$ cat src/rtl/cosine_topk_vector_search_unit_assert.svh
// Assertion macros for the cosine top-k search unit.
`ifndef COSINE_TOPK_VECTOR_SEARCH_UNIT_ASSERT_SVH
`define COSINE_TOPK_VECTOR_SEARCH_UNIT_ASSERT_SVH

// Condition a implies condition b in the same cycle.
`define CTVS_ASSERT_IMPLY(label, clk, rst_n, a, b) \
    label: assert property (@(posedge clk) disable iff (!(rst_n)) (a) |-> (b)) \
        else $error("ctvs assertion failed");

// Condition a implies condition b in the next cycle.
`define CTVS_ASSERT_NEXT(label, clk, rst_n, a, b) \
    label: assert property (@(posedge clk) disable iff (!(rst_n)) (a) |=> (b)) \
        else $error("ctvs assertion failed");

`endif

$ cat src/rtl/ctvs_pkg.sv
// Shared constants and types of the cosine top-k search unit.
`timescale 1ns / 1ps
package ctvs_pkg;
    localparam int MAX_ENTRIES = 64;
    localparam int MAX_DIM     = 256;
    localparam int ELEM_W      = 16;
    localparam int IDX_W       = $clog2(MAX_ENTRIES);
    localparam int CNT_W       = $clog2(MAX_ENTRIES + 1);
    localparam int COL_W       = $clog2(MAX_DIM);
    localparam int DIM_W       = $clog2(MAX_DIM + 1);
    localparam int BANK_AW     = IDX_W + COL_W;
    localparam int SQ_W        = 40;
    localparam int RAD_W       = SQ_W + 16;
    localparam int ROOT_W      = RAD_W / 2;
    localparam int QUO_W       = 49;
    localparam int INV_W       = 41;
    localparam int NPROD_W     = ELEM_W + INV_W;
    localparam int SCORE_W     = 32;
    localparam int ACC_W       = 2 * ELEM_W + COL_W;
    localparam int TOPK_W      = 7;
    localparam int STATUS_W    = 3;

    localparam logic [STATUS_W-1:0] ST_OK       = 3'd0;
    localparam logic [STATUS_W-1:0] ST_DIM_MISS = 3'd1;
    localparam logic [STATUS_W-1:0] ST_FULL     = 3'd2;
    localparam logic [STATUS_W-1:0] ST_EMPTY    = 3'd3;
    localparam logic [STATUS_W-1:0] ST_TOO_LONG = 3'd4;

    typedef struct packed {
        logic              is_query;
        logic [DIM_W-1:0]  n;
        logic              too_long;
        logic [SQ_W-1:0]   sq;
        logic [TOPK_W-1:0] top_k;
    } t_job;

    typedef struct packed {
        logic [STATUS_W-1:0]      status;
        logic [IDX_W-1:0]         idx;
        logic signed [SCORE_W-1:0] score;
        logic                     fin;
    } t_result;
endpackage

$ cat src/rtl/ctvs_queue.sv
// Two-entry job queue between the front end and the back end.
`timescale 1ns / 1ps
module ctvs_queue (
    input  logic           i_clk,
    input  logic           i_rst_n,
    input  logic           i_push,
    input  ctvs_pkg::t_job i_job,
    output logic           o_full,
    input  logic           i_pop,
    output ctvs_pkg::t_job o_job,
    output logic           o_empty
);
    import ctvs_pkg::*;

    t_job       r_mem [2];
    logic       r_wr;
    logic       r_rd;
    logic [1:0] r_cnt;
    logic       do_push;
    logic       do_pop;

    assign o_full  = r_cnt == 2'd2;
    assign o_empty = r_cnt == 2'd0;
    assign do_push = i_push & ~o_full;
    assign do_pop  = i_pop & ~o_empty;
    assign o_job   = r_mem[r_rd];

    always_ff @(posedge i_clk) begin
        if (do_push) begin
            r_mem[r_wr] <= i_job;
        end
    end

    always_ff @(posedge i_clk) begin
        if (!i_rst_n) begin
            r_wr  <= 1'b0;
            r_rd  <= 1'b0;
            r_cnt <= 2'd0;
        end else begin
            if (do_push) begin
                r_wr <= ~r_wr;
            end
            if (do_pop) begin
                r_rd <= ~r_rd;
            end
            r_cnt <= r_cnt + {1'b0, do_push} - {1'b0, do_pop};
        end
    end
endmodule

$ cat config.mk
export PLATFORM = sky130hd
export DESIGN_NAME = ctvs_queue
export DESIGN_NICKNAME = d
export VERILOG_FILES = /design/src/rtl/cosine_topk_vector_search_unit_assert.svh /design/src/rtl/ctvs_pkg.sv /design/src/rtl/ctvs_queue.sv
export SDC_FILE = /design/constraint.sdc
export NUM_CORES = 1
export LEC_CHECK = 0
export BUFFER_PORTS_ARGS = -buffer_cell sky130_fd_sc_hd__buf_2
export CAP_MARGIN = 20
export CORE_ASPECT_RATIO = 1.5
export CORE_MARGIN = 2
export CORE_UTILIZATION = 55
export CTS_BUF_LIST = sky130_fd_sc_hd__clkbuf_16
export CTS_CLUSTER_DIAMETER = 80
export DETAILED_ROUTE_END_ITERATION = 8
export PLACE_DENSITY = 0.87
export SLEW_MARGIN = 5
export SYNTH_ARGS = -nofsm -noshare
export SYNTH_HDL_FRONTEND = slang
export SYNTH_SLANG_ARGS = --single-unit
$ cat constraint.sdc
create_clock -name i_clk -period 6.5 [get_ports i_clk]
set_input_delay 1.3 -clock i_clk [delete_from_list [all_inputs] [get_ports i_clk]]
set_output_delay 1.3 -clock i_clk [all_outputs]
set_load 0.005 [all_outputs]
==> results.yml <==
sta:
  fin_tns_setup_ns: 0
  fin_crit_sh_pct: 49.2
  worstMarginPinSlew_ns: 0.860
  rsz0062_at_grt: "no"
  hold_viol: 0
  setup_viol: 0
  relSlewSlack_pct: 42.7
  fin_skew_ns: 0.00932
  period_needed_ns: 3.20
  slew_viol_final: 0
  max_freq_mhz: 313
cts:
  clk_latency_ns: 0.40
  ctsHtreeMaxLevel: 4
  postCtsResizedCells: 0
  postCtsHoldBufs: 0
  clk_path_buf_depth: 2
  cts_buffers: 17
  root_buffer: "clkbuf_16"
  post_cts_buffers: 0
  cts_tree: "yes"
  clkSinkCount: 121
  clk_pin_slew_worst_paths_ns: 0.05
synth:
  syn_area_sq_um: 4490
  synth_nets: 271
  ys_seq_area_share_pct: 79.7
  ys_types: 18
  avgSynthCellArea_sq_um: 21.7
  yosys_warnings: 0
  ys_seq_elements: 121
  synth_cells: 207
global_routing:
  grt_overflow: 0
  grt_pass1_vias: 2345
  antenna_found_initial: 1
  grt_max_degree: 59
  grt_pass1_wl_um: 11000
  grt_usage_pct: 17.4
worst_hold_path:
  min_from: "r_wr$_SDFFE_PN0P_"
  hold-path-cell-count: 2
  hold_class: "flip-flop to flip-flop"
routing:
  ant_nets: 0
  wl_per_cell_um: 16.2
  post_drt_via_cell_ratio: 4.98
  wl_met1_um: 2610
  top_layer: "met4"
  drtIter0Drc: 119
  met2WireLength_um: 4330
  dr.pass1.iters: 4
  route.detailed.drc: 0
  wl_um: 7490
  routed-wl-met3_um: 423
  via_count: 2300
setup_path:
  cp.arrival_ns: 1.90
  start_kind: "flip-flop"
  critical_path.slowest_cell: "dfxtp_4"
  cp-end-kind: "output pin"
  path_class: "flip-flop to output pin"
  cp.required_ns: 5.20
  cpPeakStageDelay_ns: 0.90
  worst-path-buf-inv: 1
  path_cells: "mux2_2 -> buf_2"
  r2r_cells: 4
  cpLargestDelayFamily: "flip-flops"
  cp.depth: 2
  crit_fanout: 58
  worstReg2RegStart: "r_cnt[0]$_SDFF_PN0_"
finish:
  fin_util_pct: 71.6
  final_common_cell: "buf_2"
  nFillCells: 477
  area_growth_pct: 26.8
  drive_gt1_share_pct: 57.6
  final_cell_mix: "121 x buf_2, 116 x edfxtp_1, 38 x mux2_2, 20 x mux2_4, 17 x clkbuf_16"
  finalInstanceArea_sq_um: 5700
  fin_nets: 407
floorplanning:
  io_pins: 122
  die_w_um: 77.8
  num_rows: 40
  core_sq_um: 7960
  start_util_pct: 56.5
  die_area_sq_um: 8930
  die_h_um: 115
place:
  dpl.hpwl_um: 5020
  port_buffers: 121
  place_congestion: 0.714
  placed_area_sq_um: 5210
power_and_ir_drop:
  leakage_uw: 0.00225
  vdd_drop_max_mv: 0.282
  cellPowerDensity_nw_per_um2: 409
job:
  drv_cap: 0
status:
  status: "completed"
[path summary, 6_finish.rpt]
path,to,slack (ns)
worst max-delay path,o_job[2],3.30
worst min-delay path,r_wr$_SDFFE_PN0P_,0.53
worst max register to register,r_mem[0][55]$_DFFE_PP_,4.42
worst min register to register,r_wr$_SDFFE_PN0P_,0.53
[cell families after synthesis]
| kind of cell | count (synthesis) | share of synthesized area [%] |
|---|---|---|
| muxes | 59 | 16.4 |
| AOI/OAI and AO/OA | 1 | 0.167 |
| buffers and inverters | 9 | 1.34 |
| adders and majority gates | 2 | 0.557 |
| and+or+nand+nor | 13 | 1.39 |
| xor gates and xnor gates | 2 | 0.390 |
| DFF | 121 | 79.7 |
[worst min-delay path: stages, from the launching register on]
cell	delay (ns)
dfxtp_1	0.34
nand2_1	0.07
mux2i_1	0.06
[cells in the mapped netlist, drive strengths merged]
cell | number | share of area [%]
and2 | 2 | 0.28
and3 | 1 | 0.14
buf | 6 | 1.1
dfxtp | 5 | 2.2
edfxtp | 116 | 78
ha | 2 | 0.56
inv | 3 | 0.25
mux2 | 58 | 16
mux2i | 1 | 0.22
nand2 | 2 | 0.17
nand2b | 2 | 0.28
nor2 | 5 | 0.42
nor3 | 1 | 0.11
o21a | 1 | 0.17
xnor2 | 1 | 0.19
xor2 | 1 | 0.19
[registers in the layout (all words and copies together), names as in the netlist, named ones only]
name and cells:
r_rd 1, r_mem 116, r_wr 1, r_cnt 2
[where the power goes]
| group | leakage (uW) | internal (uW) | switching (uW) |
|---|---|---|---|
| combinational | 0.000855 | 284 | 201 |
| sequential | 0.00113 | 1010 | 92.7 |
| clock | 0.000269 | 464 | 281 |
| total | 0.00225 | 1760 | 574 |
[area by class of cell]
| type | instances | area, sq um | area share (%) |
|---|---|---|---|
| inverters | 3 | 11.3 | 0.198 |
| flip-flops and latches | 121 | 3590 | 62.9 |
| diodes | 1 | 2.50 | 0.0439 |
| well taps | 105 | 131 | 2.31 |
| clock inverters | 15 | 61.3 | 1.08 |
| multi-input cells | 77 | 860 | 15.1 |
| clock buffers | 17 | 425 | 7.46 |
| repair buffers | 123 | 621 | 10.9 |
[through the flow]
| stage | setup slack [ns] | hold slack (ns) | instances | power, uW |
|---|---|---|---|---|
| 2_1_floorplan | 2.20 | 0.455 | 207 | 1410 |
| 3_3_place_gp | 3.57 | 0.496 | 429 | 1590 |
| 3_5_place_dp | 3.51 | 0.520 | 429 | 1610 |
| 4_1_cts | 3.27 | 0.526 | 461 | 2360 |
| 5_1_grt | 3.19 | 0.564 | 461 | 2440 |
| 6_report | 3.30 | 0.526 | 462 | 2330 |
[per-layer routing]
metal	vias to the layer above	GRT usage, %
met5	-	0
met4	0	8.93
met3	11	7.49
met2	79	31.7
met1	1128	16.1
li1	1082	-
No activity file was read; power rests on OpenSTA's default activity.
