**src/rtl/cosine_topk_vector_search_unit_assert.svh**
```systemverilog
// Assertion macros for the cosine top-k search unit.
`ifndef COSINE_TOPK_VECTOR_SEARCH_UNIT_ASSERT_SVH
`define COSINE_TOPK_VECTOR_SEARCH_UNIT_ASSERT_SVH

// Condition a implies condition b in the same cycle.
`define CTVS_ASSERT_IMPLY(label, clk, rst_n, a, b) \
    label: assert property (@(posedge clk) disable iff (!(rst_n)) (a) |-> (b)) \
        else $error("ctvs assertion failed");

// Condition a implies condition b in the next cycle.
`define CTVS_ASSERT_NEXT(label, clk, rst_n, a, b) \
    label: assert property (@(posedge clk) disable iff (!(rst_n)) (a) |=> (b)) \
        else $error("ctvs assertion failed");

`endif

```
**src/rtl/ctvs_pkg.sv**
```systemverilog
// Shared constants and types of the cosine top-k search unit.
`timescale 1ns / 1ps
package ctvs_pkg;
    localparam int MAX_ENTRIES = 64;
    localparam int MAX_DIM     = 256;
    localparam int ELEM_W      = 16;
    localparam int IDX_W       = $clog2(MAX_ENTRIES);
    localparam int CNT_W       = $clog2(MAX_ENTRIES + 1);
    localparam int COL_W       = $clog2(MAX_DIM);
    localparam int DIM_W       = $clog2(MAX_DIM + 1);
    localparam int BANK_AW     = IDX_W + COL_W;
    localparam int SQ_W        = 40;
    localparam int RAD_W       = SQ_W + 16;
    localparam int ROOT_W      = RAD_W / 2;
    localparam int QUO_W       = 49;
    localparam int INV_W       = 41;
    localparam int NPROD_W     = ELEM_W + INV_W;
    localparam int SCORE_W     = 32;
    localparam int ACC_W       = 2 * ELEM_W + COL_W;
    localparam int TOPK_W      = 7;
    localparam int STATUS_W    = 3;

    localparam logic [STATUS_W-1:0] ST_OK       = 3'd0;
    localparam logic [STATUS_W-1:0] ST_DIM_MISS = 3'd1;
    localparam logic [STATUS_W-1:0] ST_FULL     = 3'd2;
    localparam logic [STATUS_W-1:0] ST_EMPTY    = 3'd3;
    localparam logic [STATUS_W-1:0] ST_TOO_LONG = 3'd4;

    typedef struct packed {
        logic              is_query;
        logic [DIM_W-1:0]  n;
        logic              too_long;
        logic [SQ_W-1:0]   sq;
        logic [TOPK_W-1:0] top_k;
    } t_job;

    typedef struct packed {
        logic [STATUS_W-1:0]      status;
        logic [IDX_W-1:0]         idx;
        logic signed [SCORE_W-1:0] score;
        logic                     fin;
    } t_result;
endpackage

```
**src/rtl/ctvs_front.sv**
```systemverilog
// Input side: stages elements, sums their squares and issues one job per vector.
`timescale 1ns / 1ps
module ctvs_front (
    input  logic                          i_clk,
    input  logic                          i_rst_n,
    input  logic                          i_push,
    output logic                          o_full,
    input  logic                          i_cmd,
    input  logic signed [ctvs_pkg::ELEM_W-1:0] i_elem_value,
    input  logic                          i_elem_last,
    input  logic [ctvs_pkg::TOPK_W-1:0]   i_top_k,
    output logic                          o_stg_we,
    output logic [ctvs_pkg::COL_W-1:0]    o_stg_addr,
    output logic [ctvs_pkg::ELEM_W-1:0]   o_stg_data,
    output logic                          o_job_push,
    output ctvs_pkg::t_job                o_job,
    input  logic                          i_job_full,
    input  logic                          i_release
);
    import ctvs_pkg::*;

    logic [DIM_W-1:0]   r_count;
    logic [SQ_W-1:0]    r_sq;
    logic               r_too_long;
    logic               r_lock;
    logic               accept;
    logic               in_range;
    logic [ELEM_W-1:0]  mag;
    logic [2*ELEM_W-1:0] sq;
    logic [SQ_W:0]      sum;
    logic [SQ_W-1:0]    n_sq;
    logic [DIM_W-1:0]   n_count;
    logic               n_too_long;

    // The staging store stays locked from a vector's last element until the
    // back end has finished reading it.
    assign o_full   = r_lock | i_job_full;
    assign accept   = i_push & ~o_full;
    assign in_range = r_count < DIM_W'(MAX_DIM);
    assign mag      = i_elem_value[ELEM_W-1] ? (~i_elem_value + ELEM_W'(1)) : i_elem_value;
    assign sq       = mag * mag;
    assign sum      = {1'b0, r_sq} + (SQ_W + 1)'(sq);

    always_comb begin
        n_sq       = r_sq;
        n_count    = r_count;
        n_too_long = r_too_long;
        if (in_range) begin
            n_sq    = sum[SQ_W] ? {SQ_W{1'b1}} : sum[SQ_W-1:0];
            n_count = r_count + DIM_W'(1);
        end else begin
            n_too_long = 1'b1;
        end
    end

    assign o_stg_we   = accept & in_range;
    assign o_stg_addr = r_count[COL_W-1:0];
    assign o_stg_data = i_elem_value;

    assign o_job_push     = accept & i_elem_last;
    assign o_job.is_query = i_cmd;
    assign o_job.n        = n_count;
    assign o_job.too_long = n_too_long;
    assign o_job.sq       = n_sq;
    assign o_job.top_k    = i_top_k;

    always_ff @(posedge i_clk) begin
        if (!i_rst_n) begin
            r_count    <= '0;
            r_sq       <= '0;
            r_too_long <= 1'b0;
            r_lock     <= 1'b0;
        end else begin
            if (i_release) begin
                r_lock <= 1'b0;
            end
            if (accept) begin
                if (i_elem_last) begin
                    r_count    <= '0;
                    r_sq       <= '0;
                    r_too_long <= 1'b0;
                    r_lock     <= 1'b1;
                end else begin
                    r_count    <= n_count;
                    r_sq       <= n_sq;
                    r_too_long <= n_too_long;
                end
            end
        end
    end
endmodule

```
**config.mk**
```make
export PLATFORM = sky130hd
export DESIGN_NAME = ctvs_front
export DESIGN_NICKNAME = d
export VERILOG_FILES = /design/src/rtl/cosine_topk_vector_search_unit_assert.svh /design/src/rtl/ctvs_pkg.sv /design/src/rtl/ctvs_front.sv
export SDC_FILE = /design/constraint.sdc
export NUM_CORES = 1
export LEC_CHECK = 0
export BUFFER_PORTS_ARGS = -buffer_cell sky130_fd_sc_hd__buf_4
export CAP_MARGIN = 15
export CORE_UTILIZATION = 50
export DETAILED_ROUTE_END_ITERATION = 8
export PLACE_DENSITY_LB_ADDON = 0.2
export SLEW_MARGIN = 20
export SYNTH_ARGS = -nofsm -noshare
export SYNTH_HDL_FRONTEND = slang
export SYNTH_SLANG_ARGS = --single-unit
```
**constraint.sdc**
```tcl
create_clock -name i_clk -period 29.1 [get_ports i_clk]
set_clock_uncertainty 0.05 [all_clocks]
set_input_delay 4.365 -clock i_clk [delete_from_list [all_inputs] [get_ports i_clk]]
set_output_delay 4.365 -clock i_clk [all_outputs]
set_load 0.1 [all_outputs]
```
==> run_results.csv <==
group,metric,value,unit
sta,timing.final.crit_share,61.09,%
synth,synth_top_flop_cell,"dfxtp_1",
clocking,cts_buffers,5,
flow_run,cap_viol_max_count,0,
global_routing,grt_pass1_vias,9353,
sta,fin_setup_tns,0,ns
detailed_routing,remaining_drc_errors,0,
synth,synthArstFlopShare,0,%
detailed_routing,drtIter0Drc,415,
clocking,cts_tree,"yes",
clocking,cts_setup_buffers,0,
clocking,cts.htree.levels,2,
floorplanning,core-area,0.02257,mm2
sta,fmax,56.25,MHz
sta,final_hold_viol_count,0,
sta,period_minus_slack,17.78,ns
synth,netlist_area,0.01147,mm2
sta,finalSetupViolations,0,
detailed_routing,wl_per_cell,16.42,um
hold_path,hold_class,"reg2reg",
final_layout,area_growth_syn_to_layout,8.559,%
synth,ys_types,78,
global_routing,grt_usage,25.23,%
floorplanning,rows,55,
sta,max-slew-margin-rel,27.69,%
floorplanning,die_h,153.5,um
status,outcome,"complete, no violations",
synth,ys_ff_latch,51,
final_layout,drive_gt1_share,9.765,%
setup_path,critPathArrivalTime,13.36,ns
synth,syn_inst,1392,
final_layout,nets,1773,
detailed_routing,postRouteWirelength,28380,um
synth,synth_edf_count,0,
setup_path,critical_path.max_fanout,39,
sta,grt_setup_unrepaired,"no",
placed_design,place_congestion,0.8900,
floorplanning,die_area,0.02356,mm2
clocking,clock_latency,0.30,ns
setup_path,critical_path_class,"in2out",
clocking,cts_sinks,51,
global_routing,grt_max_degree,62,
placed_design,io_buffers,98,
floorplanning,die_w,153.5,um
sta,worst_slew_pin_slew,1.081,ns
setup_path,cp-start-kind,"primary input",
detailed_routing,via_count,9165,
clocking,path_clk_slew,0.07,ns
synth,synth_warnings,0,
sta,slew_violations,0,
setup_path,required,24.69,ns
floorplanning,num_io_pins,115,
setup_path,critPathMaxStageDelay,0.83,ns
final_layout,diodes,0,
clocking,hold_buffers,0,
global_routing,grt_pass1_wl,47260,um
global_routing,antenna_found_initial,0,
synth,yosysSeqAreaShare,8.898,%
detailed_routing,drtAntennaViolNets,0,
detailed_routing,firstDrtPassIters,5,
placed_design,hpwl,23660,um
setup_path,path_common_cell,"fa_1",
synth,synth_area_per_cell,8.243,um2
setup_path,endpoint_kind,"output port",
global_routing,gr-total-overflow,0,
detailed_routing,via_per_inst,5.301,
clocking,cts_buffer_depth,2,
clocking,cts_resized,0,
floorplanning,start_util,50.84,%
clocking,root_buffer,"clkbuf_16",
setup_path,slowest_stage,"a21boi_4",
per-stage QoR:
| step | instances | cell area [um2] | utilization (%) | setup slack (ns) | hold slack, ns |
|---|---|---|---|---|---|
| 2_1_floorplan | 1400 | 11500 | - | 10.98 | 0.3656 |
| 3_3_place_gp | 1721 | 12290 | 54.45 | 11.10 | 0.3802 |
| 3_5_place_dp | 1721 | 12300 | 54.48 | 11.38 | 0.3890 |
| 4_1_cts | 1729 | 12460 | 55.19 | 11.36 | 0.3991 |
| 5_1_grt | 1729 | 12460 | 55.19 | 10.84 | 0.4270 |
| 6_report | 1729 | 12460 | 55.19 | 11.32 | 0.3952 |
area by class of cell:
type	count	area (um2)
sequential	51	1022
multi-input combinational	921	8758
tap	285	356.6
clock inverter	1	7.507
inverter	354	1334
clock buffer	7	152.6
timing repair buffer	110	825.8
fill	2177	10110
cell usage in the layout, fill, tap and decap left out, drive strengths merged, types with 7 or more instances in the layout:
master,n
a22o,18
ha,108
fa,192
nor3,23
buf,110
o21a,9
nand4,7
inv,349
xor2,22
or3,9
a21oi,69
nor2b,12
dfxtp,51
conb,10
a21o,17
nand2b,8
a22oi,9
nand2,124
xnor2,33
o21ai,46
clkbuf,7
nor2,103
nand3,9
flip-flops by register name, indices dropped and copies added (netlist names):
name / flops
r_too_long: 1
r_sq: 40
r_count: 9
r_lock: 1
synth_stat cells (4+ instances only):
master / count / area [um2]
a21o_1: 17 / 127.6
a21oi_1: 69 / 345.3
a22o_1: 18 / 157.7
a22oi_1: 9 / 67.56
a31oi_1: 4 / 25.02
and2_1: 5 / 31.28
and3_1: 6 / 37.54
buf_4: 33 / 247.7
clkbuf_1: 36 / 135.1
clkinv_1: 4 / 15.01
dfxtp_1: 51 / 1021
fa_1: 192 / 3844
ha_1: 108 / 1351
inv_1: 346 / 1299
mux2_2: 6 / 67.56
nand2_1: 123 / 461.7
nand2b_1: 8 / 50.05
nand3_1: 9 / 45.04
nand4_1: 7 / 43.79
nor2_1: 101 / 379.1
nor2b_1: 12 / 75.07
nor3_1: 23 / 115.1
o211ai_1: 4 / 30.03
o21a_1: 9 / 67.56
o21ai_0: 43 / 215.2
o21bai_1: 5 / 37.54
o31ai_1: 4 / 30.03
or3_1: 8 / 50.05
xnor2_1: 32 / 280.3
xor2_1: 22 / 192.7
kinds of logic (layout without fill, tap and decap cells):
group	after synthesis	in the layout	synth area share, %
buf+inv	428	472	15.20
simple gates	326	326	12.78
fa+ha+maj	300	300	45.27
compound gates	222	222	12.66
xor+xnor	55	55	4.362
flops	51	51	8.898
mux	8	8	0.7632
other cells	2	10	0.06545
critical path, delay by kind of cell:
| family | cells | cell delay [ns] |
|---|---|---|
| compound gates | 6 | 2.17 |
| xor+xnor | 1 | 0.65 |
| fa+ha+maj | 8 | 3.44 |
| buf+inv | 9 | 1.10 |
| simple gates | 8 | 1.64 |
per-layer routing:
| layer | track usage (%) | up-vias | part of all wire, % |
|---|---|---|---|
| li1 | - | 4390 | - |
| met1 | 33.76 | 4528 | 43 |
| met4 | 4.952 | 0 | 1.6 |
| met5 | 0 | - | 0 |
| met3 | 3.326 | 29 | 5.7 |
| met2 | 43.83 | 218 | 49 |
worst paths after layout:
path,endpoint,startpoint,slack (ns),depth (start not counted)
setup / recovery,o_job[29],i_elem_value[0],11.32,32
hold / removal,r_sq[29]$_SDFFE_PN0P_,r_sq[29]$_SDFFE_PN0P_,0.40,2
setup reg to reg,r_sq[33]$_SDFFE_PN0P_,r_sq[13]$_SDFFE_PN0P_,23.51,18
hold reg to reg,r_sq[29]$_SDFFE_PN0P_,r_sq[29]$_SDFFE_PN0P_,0.40,2
Power is left out: the tool's default activity adds up to more than one toggle a clock period on the data nets, which glitch-free logic cannot reach.
